**src/polyline_bounding_box_dateline_macros.svh**
```systemverilog
// Assertion macros for the polyline bounding box RTL.
`ifndef POLYLINE_BOUNDING_BOX_DATELINE_MACROS_SVH
`define POLYLINE_BOUNDING_BOX_DATELINE_MACROS_SVH

// Condition that must hold on every clock outside reset.
`define PBBD_ASSERT(label, cond) \
  label: assert property (@(posedge clk) disable iff (rst) (cond)) \
    else $error("pbbd: invariant violated");

// Antecedent implies consequent in the same cycle.
`define PBBD_ASSERT_IMP(label, ante, cons) \
  label: assert property (@(posedge clk) disable iff (rst) (ante) |-> (cons)) \
    else $error("pbbd: implication violated");

// Antecedent implies consequent in the next cycle.
`define PBBD_ASSERT_NEXT(label, ante, cons) \
  label: assert property (@(posedge clk) disable iff (rst) (ante) |=> (cons)) \
    else $error("pbbd: next-cycle implication violated");

`endif

```
**src/pbbd_pkg.sv**
```systemverilog
// Shared types and constants for the polyline bounding box block.
package pbbd_pkg;

  // Role of a point within its line, decided at the input side.
  typedef enum logic [2:0] {
    PT_FIRST,
    PT_MID,
    PT_LAST,
    PT_LAST_CLOSED,
    PT_SINGLE
  } pt_kind_t;

  localparam int KIND_W      = 3;
  localparam int QUEUE_DEPTH = 4;
  localparam int QUEUE_PTR_W = 2;
  localparam int QUEUE_CNT_W = 3;

endpackage

```
**src/pbbd_front.sv**
```systemverilog
// Input side: clamps angles, tags each point with its role in the line.
module pbbd_front #(
  parameter int ANGLE_BITS = 32,
  localparam int LON_W   = ANGLE_BITS + 1,
  localparam int LAT_W   = ANGLE_BITS,
  localparam int IN_BITS = LON_W + LAT_W,
  localparam int IN_W    = ((IN_BITS + 7) / 8) * 8,
  localparam int ENTRY_W = pbbd_pkg::KIND_W + LAT_W + LON_W
) (
  input  logic               clk,
  input  logic               rst,
  input  logic               s_tvalid,
  output logic               s_tready,
  input  logic [IN_W-1:0]    s_tdata,
  input  logic               s_tlast,
  input  logic               s_tuser,
  output logic               push_valid,
  input  logic               push_ready,
  output logic [ENTRY_W-1:0] push_data
);
  import pbbd_pkg::*;

  localparam logic signed [LON_W-1:0] LON_MAX = {2'b01, {(ANGLE_BITS - 1){1'b0}}};
  localparam logic signed [LON_W-1:0] LON_MIN = {2'b11, {(ANGLE_BITS - 1){1'b0}}};
  localparam logic signed [LAT_W-1:0] LAT_MAX = {2'b01, {(ANGLE_BITS - 2){1'b0}}};
  localparam logic signed [LAT_W-1:0] LAT_MIN = {2'b11, {(ANGLE_BITS - 2){1'b0}}};

  logic                    started;
  logic                    started_next;
  logic signed [LON_W-1:0] lon_raw;
  logic signed [LAT_W-1:0] lat_raw;
  logic signed [LON_W-1:0] lon_clamped;
  logic signed [LAT_W-1:0] lat_clamped;
  pt_kind_t                kind;
  logic                    accept;

  assign lon_raw = s_tdata[LON_W-1:0];
  assign lat_raw = s_tdata[LON_W+LAT_W-1:LON_W];

  always_comb begin
    if (lon_raw > LON_MAX) begin
      lon_clamped = LON_MAX;
    end else if (lon_raw < LON_MIN) begin
      lon_clamped = LON_MIN;
    end else begin
      lon_clamped = lon_raw;
    end
    if (lat_raw > LAT_MAX) begin
      lat_clamped = LAT_MAX;
    end else if (lat_raw < LAT_MIN) begin
      lat_clamped = LAT_MIN;
    end else begin
      lat_clamped = lat_raw;
    end
  end

  // closed flag only matters on the last point of a line with more than one point
  always_comb begin
    if (!started) begin
      kind = s_tlast ? PT_SINGLE : PT_FIRST;
    end else if (!s_tlast) begin
      kind = PT_MID;
    end else begin
      kind = s_tuser ? PT_LAST_CLOSED : PT_LAST;
    end
  end

  assign accept       = s_tvalid && push_ready;
  assign started_next = accept ? !s_tlast : started;

  always_ff @(posedge clk) begin
    if (rst) begin
      started <= 1'b0;
    end else begin
      started <= started_next;
    end
  end

  assign s_tready   = push_ready;
  assign push_valid = s_tvalid;
  assign push_data  = {kind, lat_clamped, lon_clamped};

endmodule

```
**src/pbbd_queue.sv**
```systemverilog
// Short FIFO between the input side and the box accumulator.
module pbbd_queue #(
  parameter int WIDTH = 68
) (
  input  logic             clk,
  input  logic             rst,
  input  logic             push_valid,
  output logic             push_ready,
  input  logic [WIDTH-1:0] push_data,
  output logic             pop_valid,
  input  logic             pop_ready,
  output logic [WIDTH-1:0] pop_data
);
  import pbbd_pkg::*;

  logic [WIDTH-1:0]       entries [QUEUE_DEPTH];
  logic [QUEUE_PTR_W-1:0] wr_ptr;
  logic [QUEUE_PTR_W-1:0] rd_ptr;
  logic [QUEUE_CNT_W-1:0] count;
  logic                   push_fire;
  logic                   pop_fire;

  assign push_ready = count != QUEUE_CNT_W'(QUEUE_DEPTH);
  assign pop_valid  = count != '0;
  assign pop_data   = entries[rd_ptr];
  assign push_fire  = push_valid && push_ready;
  assign pop_fire   = pop_valid && pop_ready;

  always_ff @(posedge clk) begin
    if (push_fire) begin
      entries[wr_ptr] <= push_data;
    end
  end

  always_ff @(posedge clk) begin
    if (rst) begin
      wr_ptr <= '0;
      rd_ptr <= '0;
      count  <= '0;
    end else begin
      if (push_fire) begin
        wr_ptr <= wr_ptr + QUEUE_PTR_W'(1);
      end
      if (pop_fire) begin
        rd_ptr <= rd_ptr + QUEUE_PTR_W'(1);
      end
      if (push_fire && !pop_fire) begin
        count <= count + QUEUE_CNT_W'(1);
      end else if (pop_fire && !push_fire) begin
        count <= count - QUEUE_CNT_W'(1);
      end
    end
  end

endmodule

```
**src/pbbd_back.sv**
```systemverilog
// Accumulator: tracks extremes and date-line crossings, closes the box.
`include "polyline_bounding_box_dateline_macros.svh"

module pbbd_back #(
  parameter int ANGLE_BITS = 32,
  parameter int CROSS_BITS = 8,
  localparam int LON_W    = ANGLE_BITS + 1,
  localparam int LAT_W    = ANGLE_BITS,
  localparam int ENTRY_W  = pbbd_pkg::KIND_W + LAT_W + LON_W,
  localparam int OUT_BITS = 2 * LAT_W + 2 * LON_W,
  localparam int OUT_W    = ((OUT_BITS + 7) / 8) * 8
) (
  input  logic               clk,
  input  logic               rst,
  input  logic               pop_valid,
  output logic               pop_ready,
  input  logic [ENTRY_W-1:0] pop_data,
  output logic               m_tvalid,
  input  logic               m_tready,
  output logic [OUT_W-1:0]   m_tdata
);
  import pbbd_pkg::*;

  localparam logic signed [LON_W-1:0] HALF     = {2'b01, {(ANGLE_BITS - 1){1'b0}}};
  localparam logic signed [LON_W-1:0] NEG_HALF = {2'b11, {(ANGLE_BITS - 1){1'b0}}};
  localparam logic [LON_W:0]          HALF_U   = {3'b001, {(ANGLE_BITS - 1){1'b0}}};
  localparam logic signed [LAT_W-1:0] QUARTER  = {2'b01, {(ANGLE_BITS - 2){1'b0}}};
  localparam logic signed [LAT_W-1:0] NEG_QUARTER = {2'b11, {(ANGLE_BITS - 2){1'b0}}};
  localparam logic signed [CROSS_BITS-1:0] CROSS_MAX = {1'b0, {(CROSS_BITS - 1){1'b1}}};
  localparam logic signed [CROSS_BITS-1:0] CROSS_MIN = {1'b1, {(CROSS_BITS - 1){1'b0}}};
  localparam logic signed [CROSS_BITS-1:0] CROSS_ONE = {{(CROSS_BITS - 1){1'b0}}, 1'b1};
  localparam logic signed [CROSS_BITS-1:0] CROSS_NEG_ONE = '1;
  localparam int PAD_W = OUT_W - OUT_BITS;

  // accumulated line state
  logic signed [LAT_W-1:0]      north, north_next;
  logic signed [LAT_W-1:0]      south, south_next;
  logic signed [LON_W-1:0]      east, east_next;
  logic signed [LON_W-1:0]      west, west_next;
  logic signed [LON_W-1:0]      far_east, far_east_next;
  logic signed [LON_W-1:0]      far_west, far_west_next;
  logic signed [LON_W-1:0]      prev_lon, prev_lon_next;
  logic signed [LON_W-1:0]      first_lon, first_lon_next;
  logic signed [LAT_W-1:0]      first_lat, first_lat_next;
  logic                         seen, seen_next;
  logic signed [CROSS_BITS-1:0] cross_level, cross_level_next;
  logic signed [CROSS_BITS-1:0] cross_max, cross_max_next;
  logic signed [CROSS_BITS-1:0] cross_min, cross_min_next;

  // sequencing
  logic replay, replay_next;
  logic finish_pending, finish_pending_next;
  logic finish_go;
  logic can_take;
  logic do_take;
  logic take_final;

  // point under work
  pt_kind_t                t_kind;
  logic signed [LON_W-1:0] t_lon;
  logic signed [LAT_W-1:0] t_lat;
  logic                    prev_neg;
  logic                    cur_neg;
  logic [LON_W-1:0]        mag_prev;
  logic [LON_W-1:0]        mag_cur;
  logic [LON_W:0]          mag_sum;
  logic                    crossing;
  logic signed [CROSS_BITS-1:0] lvl_new;
  logic signed [LON_W-1:0] far_east_base;
  logic signed [LON_W-1:0] far_west_base;

  // box being closed
  logic signed [LAT_W-1:0] fin_north, fin_south;
  logic signed [LON_W-1:0] fin_east, fin_west;
  logic                    fin_wide;
  logic signed [LAT_W-1:0] box_north, box_south;
  logic signed [LON_W-1:0] box_east, box_west;

  assign finish_go = finish_pending && (!m_tvalid || m_tready);
  assign can_take  = !finish_pending || finish_go;
  assign pop_ready = can_take && !replay;
  assign do_take   = replay ? can_take : (pop_valid && can_take);

  always_comb begin
    if (replay) begin
      t_kind = PT_MID;
      t_lon  = first_lon;
      t_lat  = first_lat;
    end else begin
      t_kind = pt_kind_t'(pop_data[ENTRY_W-1:LAT_W+LON_W]);
      t_lat  = pop_data[LAT_W+LON_W-1:LON_W];
      t_lon  = pop_data[LON_W-1:0];
    end
  end

  // crossing when signs differ and the short way round passes the date line
  assign prev_neg = prev_lon[LON_W-1];
  assign cur_neg  = t_lon[LON_W-1];
  assign mag_prev = prev_neg ? LON_W'(-prev_lon) : LON_W'(prev_lon);
  assign mag_cur  = cur_neg ? LON_W'(-t_lon) : LON_W'(t_lon);
  assign mag_sum  = {1'b0, mag_prev} + {1'b0, mag_cur};
  assign crossing = (prev_neg != cur_neg) && (mag_sum > HALF_U);

  always_comb begin
    lvl_new = cross_level;
    if (crossing) begin
      if (prev_neg) begin
        if (cross_level != CROSS_MAX) begin
          lvl_new = cross_level + CROSS_ONE;
        end
      end else begin
        if (cross_level != CROSS_MIN) begin
          lvl_new = cross_level - CROSS_ONE;
        end
      end
    end
  end

  assign far_east_base = (crossing && !seen) ? t_lon : far_east;
  assign far_west_base = (crossing && !seen) ? t_lon : far_west;

  always_comb begin
    north_next       = north;
    south_next       = south;
    east_next        = east;
    west_next        = west;
    far_east_next    = far_east;
    far_west_next    = far_west;
    prev_lon_next    = prev_lon;
    first_lon_next   = first_lon;
    first_lat_next   = first_lat;
    seen_next        = seen;
    cross_level_next = cross_level;
    cross_max_next   = cross_max;
    cross_min_next   = cross_min;
    if (do_take) begin
      unique case (t_kind)
        PT_FIRST, PT_SINGLE: begin
          north_next       = t_lat;
          south_next       = t_lat;
          east_next        = t_lon;
          west_next        = t_lon;
          far_east_next    = t_lon;
          far_west_next    = t_lon;
          prev_lon_next    = t_lon;
          first_lon_next   = t_lon;
          first_lat_next   = t_lat;
          seen_next        = 1'b0;
          cross_level_next = '0;
          cross_max_next   = '0;
          cross_min_next   = '0;
        end
        PT_MID, PT_LAST, PT_LAST_CLOSED: begin
          if (t_lat > north) begin
            north_next = t_lat;
          end else if (t_lat < south) begin
            south_next = t_lat;
          end
          if (crossing) begin
            seen_next = 1'b1;
          end
          cross_level_next = lvl_new;
          if (crossing && prev_neg && lvl_new > cross_max) begin
            cross_max_next = lvl_new;
          end
          if (crossing && !prev_neg && lvl_new < cross_min) begin
            cross_min_next = lvl_new;
          end
          far_east_next = far_east_base;
          far_west_next = far_west_base;
          if (lvl_new == '0) begin
            if (t_lon > east) begin
              east_next = t_lon;
            end
            if (t_lon < west) begin
              west_next = t_lon;
            end
          end else begin
            if (t_lon > far_east_base) begin
              far_east_next = t_lon;
            end
            if (t_lon < far_west_base) begin
              far_west_next = t_lon;
            end
          end
          prev_lon_next = t_lon;
        end
        default: begin
        end
      endcase
    end
  end

  assign take_final = do_take && (replay || t_kind == PT_LAST || t_kind == PT_SINGLE);

  always_comb begin
    replay_next = replay;
    if (do_take) begin
      replay_next = !replay && (t_kind == PT_LAST_CLOSED);
    end
    finish_pending_next = finish_pending;
    if (take_final) begin
      finish_pending_next = 1'b1;
    end else if (finish_go) begin
      finish_pending_next = 1'b0;
    end
  end

  // box from the state left by the final point; next line may start meanwhile
  always_comb begin
    fin_north = north;
    fin_south = south;
    fin_east  = (seen && cross_min < 0) ? far_east : east;
    fin_west  = (seen && cross_max > 0) ? far_west : west;
    fin_wide  = seen && ((cross_min < 0 && cross_max > 0) || cross_min < CROSS_NEG_ONE ||
                         cross_max > CROSS_ONE ||
                         (((cross_max > 0) ? far_west : west) <=
                          ((cross_min < 0) ? far_east : east)));
    if (fin_wide) begin
      fin_east = HALF;
      fin_west = NEG_HALF;
      if (north < 0) begin
        fin_south = NEG_QUARTER;
      end else begin
        fin_north = QUARTER;
      end
    end
  end

  always_ff @(posedge clk) begin
    if (rst) begin
      north          <= '0;
      south          <= '0;
      east           <= '0;
      west           <= '0;
      far_east       <= '0;
      far_west       <= '0;
      prev_lon       <= '0;
      first_lon      <= '0;
      first_lat      <= '0;
      seen           <= 1'b0;
      cross_level    <= '0;
      cross_max      <= '0;
      cross_min      <= '0;
      replay         <= 1'b0;
      finish_pending <= 1'b0;
      m_tvalid       <= 1'b0;
    end else begin
      north          <= north_next;
      south          <= south_next;
      east           <= east_next;
      west           <= west_next;
      far_east       <= far_east_next;
      far_west       <= far_west_next;
      prev_lon       <= prev_lon_next;
      first_lon      <= first_lon_next;
      first_lat      <= first_lat_next;
      seen           <= seen_next;
      cross_level    <= cross_level_next;
      cross_max      <= cross_max_next;
      cross_min      <= cross_min_next;
      replay         <= replay_next;
      finish_pending <= finish_pending_next;
      if (finish_go) begin
        m_tvalid <= 1'b1;
      end else if (m_tready) begin
        m_tvalid <= 1'b0;
      end
    end
  end

  always_ff @(posedge clk) begin
    if (finish_go) begin
      box_north <= fin_north;
      box_south <= fin_south;
      box_east  <= fin_east;
      box_west  <= fin_west;
    end
  end

  assign m_tdata = {{PAD_W{1'b0}}, box_west, box_east, box_south, box_north};

  `PBBD_ASSERT(a_no_replay_while_finishing, !(finish_pending && replay))
  `PBBD_ASSERT(a_south_below_north, south <= north)
  `PBBD_ASSERT(a_level_within_extremes,
               cross_min <= cross_level && cross_level <= cross_max)
  `PBBD_ASSERT_NEXT(a_finish_waits_for_slot,
                    finish_pending && m_tvalid && !m_tready, finish_pending)

endmodule

```
**src/polyline_bounding_box_dateline.sv**
```systemverilog
// Polyline bounding box with date-line handling: input side, queue, accumulator.
//
// Usage: points stream in on the s_ channel, one per transfer. s_tdata holds
// the longitude and latitude as binary angles (half-turn = 2^(ANGLE_BITS-1)),
// s_tlast marks the final point of a line and s_tuser, read with s_tlast,
// asks for the first point to be revisited (closed line). Out-of-range angles
// are clamped. One box leaves on the m_ channel per line.
// Throughput: one point per cycle unless a finished box waits for the output;
// a closed line also takes an accumulator step to replay its first point.
// Path: the box passes the queue, the accumulator state and the box register
// before it is valid; a closed line also passes the replay step.
// Reset: rst clears the queue, the line state and the output valid flag; the
// next point after reset starts a new line.
// Stall: while a box waits in the output register the accumulator still takes
// points until another line ends; then it holds and the four-entry queue
// fills, after which s_tready drops.
module polyline_bounding_box_dateline #(
  parameter int ANGLE_BITS = 32,
  parameter int CROSS_BITS = 8,
  localparam int LON_W    = ANGLE_BITS + 1,
  localparam int LAT_W    = ANGLE_BITS,
  localparam int IN_BITS  = LON_W + LAT_W,
  localparam int IN_W     = ((IN_BITS + 7) / 8) * 8,
  localparam int OUT_BITS = 2 * LAT_W + 2 * LON_W,
  localparam int OUT_W    = ((OUT_BITS + 7) / 8) * 8,
  localparam int ENTRY_W  = pbbd_pkg::KIND_W + LAT_W + LON_W
) (
  input  logic             clk,
  input  logic             rst,
  input  logic             s_tvalid,
  output logic             s_tready,
  input  logic [IN_W-1:0]  s_tdata,   // point_lon, point_lat
  input  logic             s_tlast,   // last_point
  input  logic             s_tuser,   // closed_line
  output logic             m_tvalid,
  input  logic             m_tready,
  output logic [OUT_W-1:0] m_tdata    // box_north, box_south, box_east, box_west
);
  import pbbd_pkg::*;

  logic               push_valid;
  logic               push_ready;
  logic [ENTRY_W-1:0] push_data;
  logic               pop_valid;
  logic               pop_ready;
  logic [ENTRY_W-1:0] pop_data;

  pbbd_front #(
    .ANGLE_BITS(ANGLE_BITS)
  ) u_front (
    .clk       (clk),
    .rst       (rst),
    .s_tvalid  (s_tvalid),
    .s_tready  (s_tready),
    .s_tdata   (s_tdata),
    .s_tlast   (s_tlast),
    .s_tuser   (s_tuser),
    .push_valid(push_valid),
    .push_ready(push_ready),
    .push_data (push_data)
  );

  pbbd_queue #(
    .WIDTH(ENTRY_W)
  ) u_queue (
    .clk       (clk),
    .rst       (rst),
    .push_valid(push_valid),
    .push_ready(push_ready),
    .push_data (push_data),
    .pop_valid (pop_valid),
    .pop_ready (pop_ready),
    .pop_data  (pop_data)
  );

  pbbd_back #(
    .ANGLE_BITS(ANGLE_BITS),
    .CROSS_BITS(CROSS_BITS)
  ) u_back (
    .clk      (clk),
    .rst      (rst),
    .pop_valid(pop_valid),
    .pop_ready(pop_ready),
    .pop_data (pop_data),
    .m_tvalid (m_tvalid),
    .m_tready (m_tready),
    .m_tdata  (m_tdata)
  );

endmodule
```
**config.mk**
```make
export PLATFORM = sky130hd
export DESIGN_NAME = polyline_bounding_box_dateline
export DESIGN_NICKNAME = d
export VERILOG_FILES = /design/src/pbbd_pkg.sv /design/src/pbbd_front.sv /design/src/pbbd_queue.sv /design/src/pbbd_back.sv /design/src/polyline_bounding_box_dateline.sv
export VERILOG_INCLUDE_DIRS = /design/src /design/src/src
export SDC_FILE = /design/constraint.sdc
export NUM_CORES = 2
export LEC_CHECK = 0
export BUFFER_PORTS_ARGS = -buffer_cell sky130_fd_sc_hd__buf_2
export CAP_MARGIN = 0
export CORE_ASPECT_RATIO = 0.5
export CORE_MARGIN = 2
export CORE_UTILIZATION = 35
export DETAILED_ROUTE_END_ITERATION = 7
export GPL_TIMING_DRIVEN = 0
export PLACE_DENSITY = 0.49
export SLEW_MARGIN = 10
export SYNTH_ARGS = -nofsm -noshare
export SYNTH_HDL_FRONTEND = slang
export SYNTH_HIERARCHICAL = 1
export SYNTH_SLANG_ARGS = --single-unit
```
**constraint.sdc**
```tcl
create_clock -name clk -period 9.4 [get_ports clk]
set_clock_uncertainty 0.05 [all_clocks]
set_input_delay 1.88 -clock clk [delete_from_list [all_inputs] [get_ports clk]]
set_output_delay 1.88 -clock clk [all_outputs]
set_load 0.01 [all_outputs]
```
# ---- Word level (Yosys, flattened, before mapping)
# Memory sizes are Yosys's and may differ from the RTL's. A register that Yosys moved wholly into a read port is not among the register bits.
# Index checks and enable logic that the tools add are counted.
dict set report totals {
  ff_bits 460
  latch_bits 0
  ramBits 272
  rom_bits 0
  output_inout_bits 138
  wordCells 186
  mem_count 1
}
dict set report op_classes {
  addsub 9
  multipliers 0
  n_div 0
  n_lt_le_gt_ge 19
  n_eq_ne 17
  n_shift 0
  n_mux 62
  bitwise_logic 0
  n_reduce_logical 54
}
# name depth width rd rd_clocked_by_memory_dff write_ports line_no
set memory_table {}
lappend memory_table {u_queue.entries 4 68 1 1 1 pbbd_queue.sv:16} ;# logic [WIDTH-1:0] entries [QUEUE_DEPTH];
# operator n
set ops {}
lappend ops {{33-bit 2-to-1 mux} 19}
lappend ops {{32-bit 2-to-1 mux} 10}
lappend ops {{33-bit one-hot mux with 2 select lines} 4}
lappend ops {{32-bit one-hot mux with 2 select lines} 2}
lappend ops {{33-bit > comparator} 2}
lappend ops {{33-bit less-than comparator} 2}
lappend ops {{33-bit negation} 2}
lappend ops {{8-bit 2-to-1 mux} 6}
lappend ops {{8-bit one-hot mux with 2 select lines} 3}
lappend ops {{33-bit by 33-bit adder with 34-bit output} 1}
lappend ops {{34-bit by 32-bit > comparator with 1-bit output (second input constant)} 1}
lappend ops {{33-bit > comparator (second input constant)} 1}
lappend ops {{33-bit less-or-equal comparator} 1}
lappend ops {{33-bit by 32-bit less-than comparator with 1-bit output (second input constant)} 1}
lappend ops {{32-bit > comparator} 1}
lappend ops {{32-bit > comparator (second input constant)} 1}
lappend ops {{32-bit by 1-bit less-than comparator with 1-bit output (second input constant)} 1}
lappend ops {{32-bit by 31-bit less-than comparator with 1-bit output (second input constant)} 1}
lappend ops {{32-bit less-than comparator} 1}
lappend ops {{1-bit logical AND} 19}
lappend ops {{3-bit 2-to-1 mux} 6}
lappend ops {{8-bit by 1-bit less-than comparator with 1-bit output (second input constant)} 2}
lappend ops {{2-bit by 1-bit inequality test with 1-bit output (second input constant)} 8}
lappend ops {{8-bit inequality test (second input constant)} 2}
lappend ops {{30 further kinds} 64}

# ---- Longest topological paths before layout
dict set report logic_depth {
  depth_word 12
  depth_mapped 45
}

# ---- Cells and area by module
# Netlist, hierarchy kept.
# mod instances cells_each area_each_um2 seq_area_each_um2
set by_module_without_submodules {}
lappend by_module_without_submodules {pbbd_back 1 3366 28640.0 10349.9}
lappend by_module_without_submodules {pbbd_queue 1 404 10301.1 8348.0}
lappend by_module_without_submodules {pbbd_front 1 173 814.5 20.0}

# ---- Worst setup path after synthesis
# OpenSTA, ideal clock, no wires.
dict set report synth_timing {
  kind {flip-flop to flip-flop}
  from {reg u_back.replay}
  to {reg u_back.far_west[10]}
  arrival_ps 8816
  required_time_ps 9234
  slack_ps 418
  path_stages_with_launch 41
  path_buffers 8
  path_cell_list {dfxtp_1 -> clkbuf_1 -> clkbuf_1 -> buf_1 -> mux2i_1 -> inv_1 -> nor4_1 -> and2_1 -> a21oi_1 -> xnor2_1 -> ha_1 -> clkbuf_1 -> nand2_1 -> o21ai_0 -> a2111oi_0 -> a21oi_1 -> nor4b_1 -> nor3_1 -> [... 5 more ...] -> nand2_1 -> o21ai_0 -> ha_1 -> a21o_1 -> a21o_1 -> a21o_1 -> a21o_1 -> a21oi_1 -> nor2b_1 -> o21ai_0 -> nand3_1 -> or3_1 -> mux2i_1 -> a211oi_1 -> o31a_1 -> o21a_1 -> buf_2 -> o211a_1}
}
dict set report synth_between {
  elab_chain_cells 12
  word_cells_on_any_way 26
  cone_classes {add/sub: 2; order compare: 2; eq/ne: 5; mux: 9; reduce/logical: 8}
}
# item line_no
set synth_lines {}
lappend synth_lines {{start, declared} pbbd_back.sv:51} ;# logic replay, replay_next;
lappend synth_lines {{start signal, assigned} pbbd_back.sv:262} ;# replay <= replay_next;
lappend synth_lines {{33-bit 2-to-1 mux *} pbbd_back.sv:85} ;# if (replay) begin
lappend synth_lines {{named net u_back.t_lon[19]} pbbd_back.sv:60} ;# logic signed [LON_W-1:0] t_lon;
lappend synth_lines {{33-bit negation} pbbd_back.sv:100} ;# assign mag_cur = cur_neg ? LON_W'(-t_lon) : LON_W'(t_lon);
lappend synth_lines {{33-bit 2-to-1 mux} pbbd_back.sv:100}
lappend synth_lines {{33-bit by 33-bit adder with 34-bit output} pbbd_back.sv:101} ;# assign mag_sum = {1'b0, mag_prev} + {1'b0, mag_cur};
lappend synth_lines {{34-bit by 32-bit > comparator with 1-bit output} pbbd_back.sv:102} ;# assign crossing = (prev_neg != cur_neg) && (mag_sum > HALF_U);
lappend synth_lines {{1-bit logical AND} pbbd_back.sv:102}
lappend synth_lines {{1-bit logical AND} pbbd_back.sv:120} ;# assign far_west_base = (crossing && !seen) ? t_lon : far_west;
lappend synth_lines {{33-bit 2-to-1 mux} pbbd_back.sv:120}
lappend synth_lines {{33-bit less-than comparator} pbbd_back.sv:182} ;# if (t_lon < far_west_base) begin
lappend synth_lines {{33-bit 2-to-1 mux} pbbd_back.sv:182}
lappend synth_lines {{33-bit 2-to-1 mux *} pbbd_back.sv:171} ;# if (lvl_new == '0) begin
lappend synth_lines {{33-bit one-hot mux with 2 select lines *} pbbd_back.sv:137} ;# unique case (t_kind)
lappend synth_lines {{end signal, assigned} pbbd_back.sv:254} ;# far_west <= far_west_next;
lappend synth_lines {{end, declared} pbbd_back.sv:41} ;# logic signed [LON_W-1:0] far_west, far_west_next;
# The timed path passes the listed nets; every way through them passes the cells marked *.
# A chain may end at the register's enable or synchronous reset.

==> impl_results.html <==
<table>
<tr><th>Metric</th><th>Value</th></tr>
<tr><th colspan="2">Status</th></tr>
<tr><td>Run status</td><td>finished clean</td></tr>
<tr><th colspan="2">Global route</th></tr>
<tr><td>All-layer global routing usage</td><td>24.1%</td></tr>
<tr><td>Maximum number of pins on one net before global-route repair</td><td>48</td></tr>
<tr><td>Total congestion overflow after global routing</td><td>0</td></tr>
<tr><td>Wire length of the first global-routing pass</td><td>210 mm</td></tr>
<tr><td>Number of global-route vias before repair</td><td>31.5k</td></tr>
<tr><td>Antenna violations before repair</td><td>5</td></tr>
<tr><th colspan="2">Yosys</th></tr>
<tr><td>Number of synthesized register bits</td><td>734</td></tr>
<tr><td>Unique masters post-synth</td><td>91</td></tr>
<tr><td>Async set-or-reset flop fraction in the synthesized netlist</td><td>0%</td></tr>
<tr><td>Area share of the largest cell type after synthesis</td><td>30.4%</td></tr>
<tr><td>Sequential fraction of the synthesis area</td><td>47.1%</td></tr>
<tr><td>Most frequent cells after synthesis</td><td>sky130_fd_sc_hd__nor2_1, sky130_fd_sc_hd__edfxtp_1, sky130_fd_sc_hd__nand2_1</td></tr>
<tr><td>Mean cell area of the mapped netlist</td><td>10.1 sq um</td></tr>
<tr><td>Syn. warnings</td><td>6</td></tr>
<tr><td>Cell count after synthesis</td><td>3943</td></tr>
<tr><td>Count of flip-flops with a built-in enable after synthesis</td><td>402</td></tr>
<tr><td>Post-Syn Area</td><td>39800 sq um</td></tr>
<tr><td>Largest area contributor in the synthesized netlist</td><td>sky130_fd_sc_hd__edfxtp_1</td></tr>
<tr><td>Leading register cell type out of synthesis</td><td>sky130_fd_sc_hd__edfxtp_1</td></tr>
<tr><td>Largest cells by area after synthesis</td><td>sky130_fd_sc_hd__edfxtp_1, sky130_fd_sc_hd__dfxtp_1, sky130_fd_sc_hd__ha_1</td></tr>
<tr><td>Most frequently used cell type in the post-synthesis netlist</td><td>sky130_fd_sc_hd__nor2_1</td></tr>
<tr><th colspan="2">Routing</th></tr>
<tr><td>WL/cell</td><td>24.3 microns</td></tr>
<tr><td>Count of antenna-violating nets left after detailed routing</td><td>0</td></tr>
<tr><td>Final WL</td><td>143 mm</td></tr>
<tr><td>Via total after detailed routing</td><td>32.5k</td></tr>
<tr><td>Initial drt markers</td><td>2940</td></tr>
<tr><td>Vias per inst</td><td>5.52</td></tr>
<tr><td>First-pass iteration count of the detailed router</td><td>5</td></tr>
<tr><td>Residual DRC</td><td>0</td></tr>
<tr><th colspan="2">Finish</th></tr>
<tr><td>Area grow syn2layout</td><td>21.3%</td></tr>
<tr><td>Post-route cell area</td><td>48200 sq um</td></tr>
<tr><td>Filler instances</td><td>11.0k</td></tr>
<tr><td>Final net count</td><td>4680</td></tr>
<tr><td>Final core utilization</td><td>42.8%</td></tr>
<tr><td>Fraction of layout cells with a size suffix above 1</td><td>19.8%</td></tr>
<tr><td>Count of inserted antenna diode cells</td><td>0</td></tr>
<tr><th colspan="2">Clocking</th></tr>
<tr><td>Total clock sinks</td><td>734</td></tr>
<tr><td>Clk_lat worst skew</td><td>0.70 ns</td></tr>
<tr><td>CTS buffer count</td><td>75</td></tr>
<tr><td>Clock transition at the register clock pins on the worst setup and hold paths after CTS</td><td>0.06 ns</td></tr>
<tr><td>H-tree depth</td><td>3</td></tr>
<tr><td>CTS tree</td><td>done</td></tr>
<tr><td>Number of buffers inserted by hold repair at cts</td><td>0</td></tr>
<tr><td>Clock tree root buffer cell</td><td>sky130_fd_sc_hd__clkbuf_16</td></tr>
<tr><td>Number of buffers on the longest clock path</td><td>3</td></tr>
<tr><th colspan="2">Floorplanning</th></tr>
<tr><td>Standard-cell rows</td><td>87</td></tr>
<tr><td>Die W</td><td>481 microns</td></tr>
<tr><td>Total core area</td><td>113000 sq um</td></tr>
<tr><td>Die Height</td><td>242 microns</td></tr>
<tr><td>Number of top-level pins</td><td>216</td></tr>
<tr><td>Initial Utilization</td><td>35.3%</td></tr>
<tr><td>Die area</td><td>116000 sq um</td></tr>
<tr><th colspan="2">Place</th></tr>
<tr><td>Placement-stage cell area</td><td>42900 sq um</td></tr>
<tr><td>Final weighted congestion in routability-driven placement</td><td>0.932</td></tr>
<tr><td>Estimated wirelength of the detail-placed design</td><td>107 mm</td></tr>
<tr><td>Total of buffers placed on input and output ports</td><td>202</td></tr>
<tr><th colspan="2">Timing</th></tr>
<tr><td>Final period demand of the worst path</td><td>9.27 ns</td></tr>
<tr><td>Maximum clock rate</td><td>0.108 GHz</td></tr>
<tr><td>Number of slew-limit violations in the final report</td><td>0</td></tr>
<tr><td>Setup repair after global routing missed its margin</td><td>yes</td></tr>
<tr><td>Share of the cycle needed by the critical path after routing</td><td>98.7%</td></tr>
<tr><td>Final setup violation count</td><td>0</td></tr>
<tr><td>Final number of hold-violating endpoints</td><td>0</td></tr>
<tr><td>Worst-case headroom to the max-slew limit</td><td>14.9%</td></tr>
<tr><td>Least-Margin Pin Slew</td><td>1.27 ns</td></tr>
<tr><th colspan="2">Worst setup path</th></tr>
<tr><td>CP startpoint kind</td><td>flop</td></tr>
<tr><td>Largest fanout on the critical path</td><td>10</td></tr>
<tr><td>Critical path required time</td><td>9.91 ns</td></tr>
<tr><td>Largest stage delay, worst path</td><td>1.03 ns</td></tr>
<tr><td>Crit path depth</td><td>33</td></tr>
<tr><td>Minimum setup slack among reg-to-reg paths</td><td>0.13 ns</td></tr>
<tr><td>Worst R2R Path Depth</td><td>33</td></tr>
<tr><td>Crit. End Element</td><td>flop</td></tr>
<tr><td>Number of buffer and inverter instances along the worst setup path</td><td>8</td></tr>
<tr><td>Category of cells accounting for the largest share of critical-path delay</td><td>simple AND/OR/NAND/NOR gates</td></tr>
<tr><td>Critical-path top delay cell</td><td>sky130_fd_sc_hd__a211oi_1</td></tr>
<tr><td>Reg-to-reg endpoint</td><td>u_back/east[28]</td></tr>
<tr><td>Worst path most repeated cell</td><td>sky130_fd_sc_hd__buf_12</td></tr>
<tr><td>Crit path DAT</td><td>9.79 ns</td></tr>
<tr><td>Setup CP Type</td><td>flop to flop</td></tr>
<tr><th colspan="2">Job</th></tr>
<tr><td>Maxcap violations</td><td>0</td></tr>
<tr><th colspan="2">Min path</th></tr>
<tr><td>End point of the most critical hold path</td><td>u_back/box_north[31]</td></tr>
<tr><td>Worst Hold Path Cells</td><td>0</td></tr>
<tr><td>Min-delay worst type</td><td>flop to flop</td></tr>
<tr><td>Worst hold path startpoint</td><td>u_back/north[31]</td></tr>
</table>
per-stage QoR:
| stage | hold WS [ns] | setup TNS [ns] | std cells | setup slack [ns] |
|---|---|---|---|---|
| floorplan | 0.356 | 0 | 3948 | 0.418 |
| finish | 0.389 | 0 | 5892 | 0.127 |
| global placement | 0.371 | -780.48 | 5663 | -4.77 |
| CTS | 0.387 | 0 | 5839 | 0.00371 |
| detailed placement | 0.372 | -498.81 | 5674 | -4.81 |
| global route | 0.410 | -5.19 | 5892 | -0.166 |
registers in the layout (all words and copies together) (netlist names), 33 cells and up, named ones only:
register and count:
u_back/east 33, u_back/far_west 33, u_back/box_east 33, u_back/far_east 33, u_back/west 33, u_back/prev_lon 33
u_back/box_west 33, u_back/first_lon 33, u_queue/entries 272
cells in the final DEF, fill, tap and decap left out, drive strengths merged, types with 9 or more instances in the layout:
master	count
mux2	40
or2	9
a21boi	14
a221oi	32
a311oi	37
edfxtp	402
o221a	34
dfxtp	332
mux2i	110
inv	244
or3	19
o211a	34
nor4	32
xnor2	66
nor2b	31
o21a	35
o211ai	10
ha	284
nand2	386
a31oi	18
nor3	98
buf	375
clkinvlp	11
xor2	10
nor2	404
nand3	43
o21ai	219
clkinv	26
o31ai	23
a21o	78
a21oi	269
nand2b	31
clkbuf	260
a211oi	92
and2	23
nand4	68
mux4	68
what timing repair did:
action	in CTS	in global routing
resized for setup	214	261
buffers inserted	34	58
setup endpoints to repair	156	105
endpoints found under the hold margin	0	0
pin swaps	23	89
cloned	0	0
kinds of logic after synthesis:
kind of cell               share of synthesized area (%)
xor gates and xnor gates                            1.67
DFF                                                 47.1
muxes                                               7.75
buffers and inverters                               5.09
other                                            0.00943
adders and majority gates                           9.04
and+or+nand+nor                                     13.4
AOI/OAI and AO/OA                                   15.9
layer usage:
metal	up-vias	GRT usage, %	part of all wire [%]
met5	-	0	0.0091
met4	2	6.36	2.6
met3	200	4.57	6.8
met2	1060	37.6	45
met1	16065	34.2	46
li1	15204	-	-
worst register-to-register path, delay by kind of cell (launching register included):
family | cells | cell delay (ns)
AOI/OAI and AO/OA | 7 | 2.69
xor gates and xnor gates | 1 | 0.25
adders and majority gates | 1 | 0.27
buffers and inverters | 8 | 1.29
DFF | 1 | 0.33
muxes | 2 | 0.87
and+or+nand+nor | 14 | 3.40
how the worst max path moves through the flow:
stage                                endpoint  slack (ns)
after detailed placement  u_back/far_west[17]       -4.81
after CTS                 u_back/far_east[28]       0.004
after floorplan           u_back/far_west[10]        0.42
after global placement    u_back/far_west[18]       -4.77
final                         u_back/east[28]        0.13
after global routing      u_back/far_west[32]       -0.17
final cells by class:
class	count	area (sq um)	area share, %
Tap cell	1513	1890	3.93
Multi-Input combinational cell	2721	20700	42.9
Timing Repair Buffer	305	2100	4.35
Inverter	247	953	1.98
Clock inverter	42	527	1.09
Clock buffer	98	2050	4.25
Sequential cell	734	18700	38.8
Buffer	232	1320	2.73
Power is left out: the tool's default activity adds up to more than one toggle a clock period on the data nets, which glitch-free logic cannot reach.
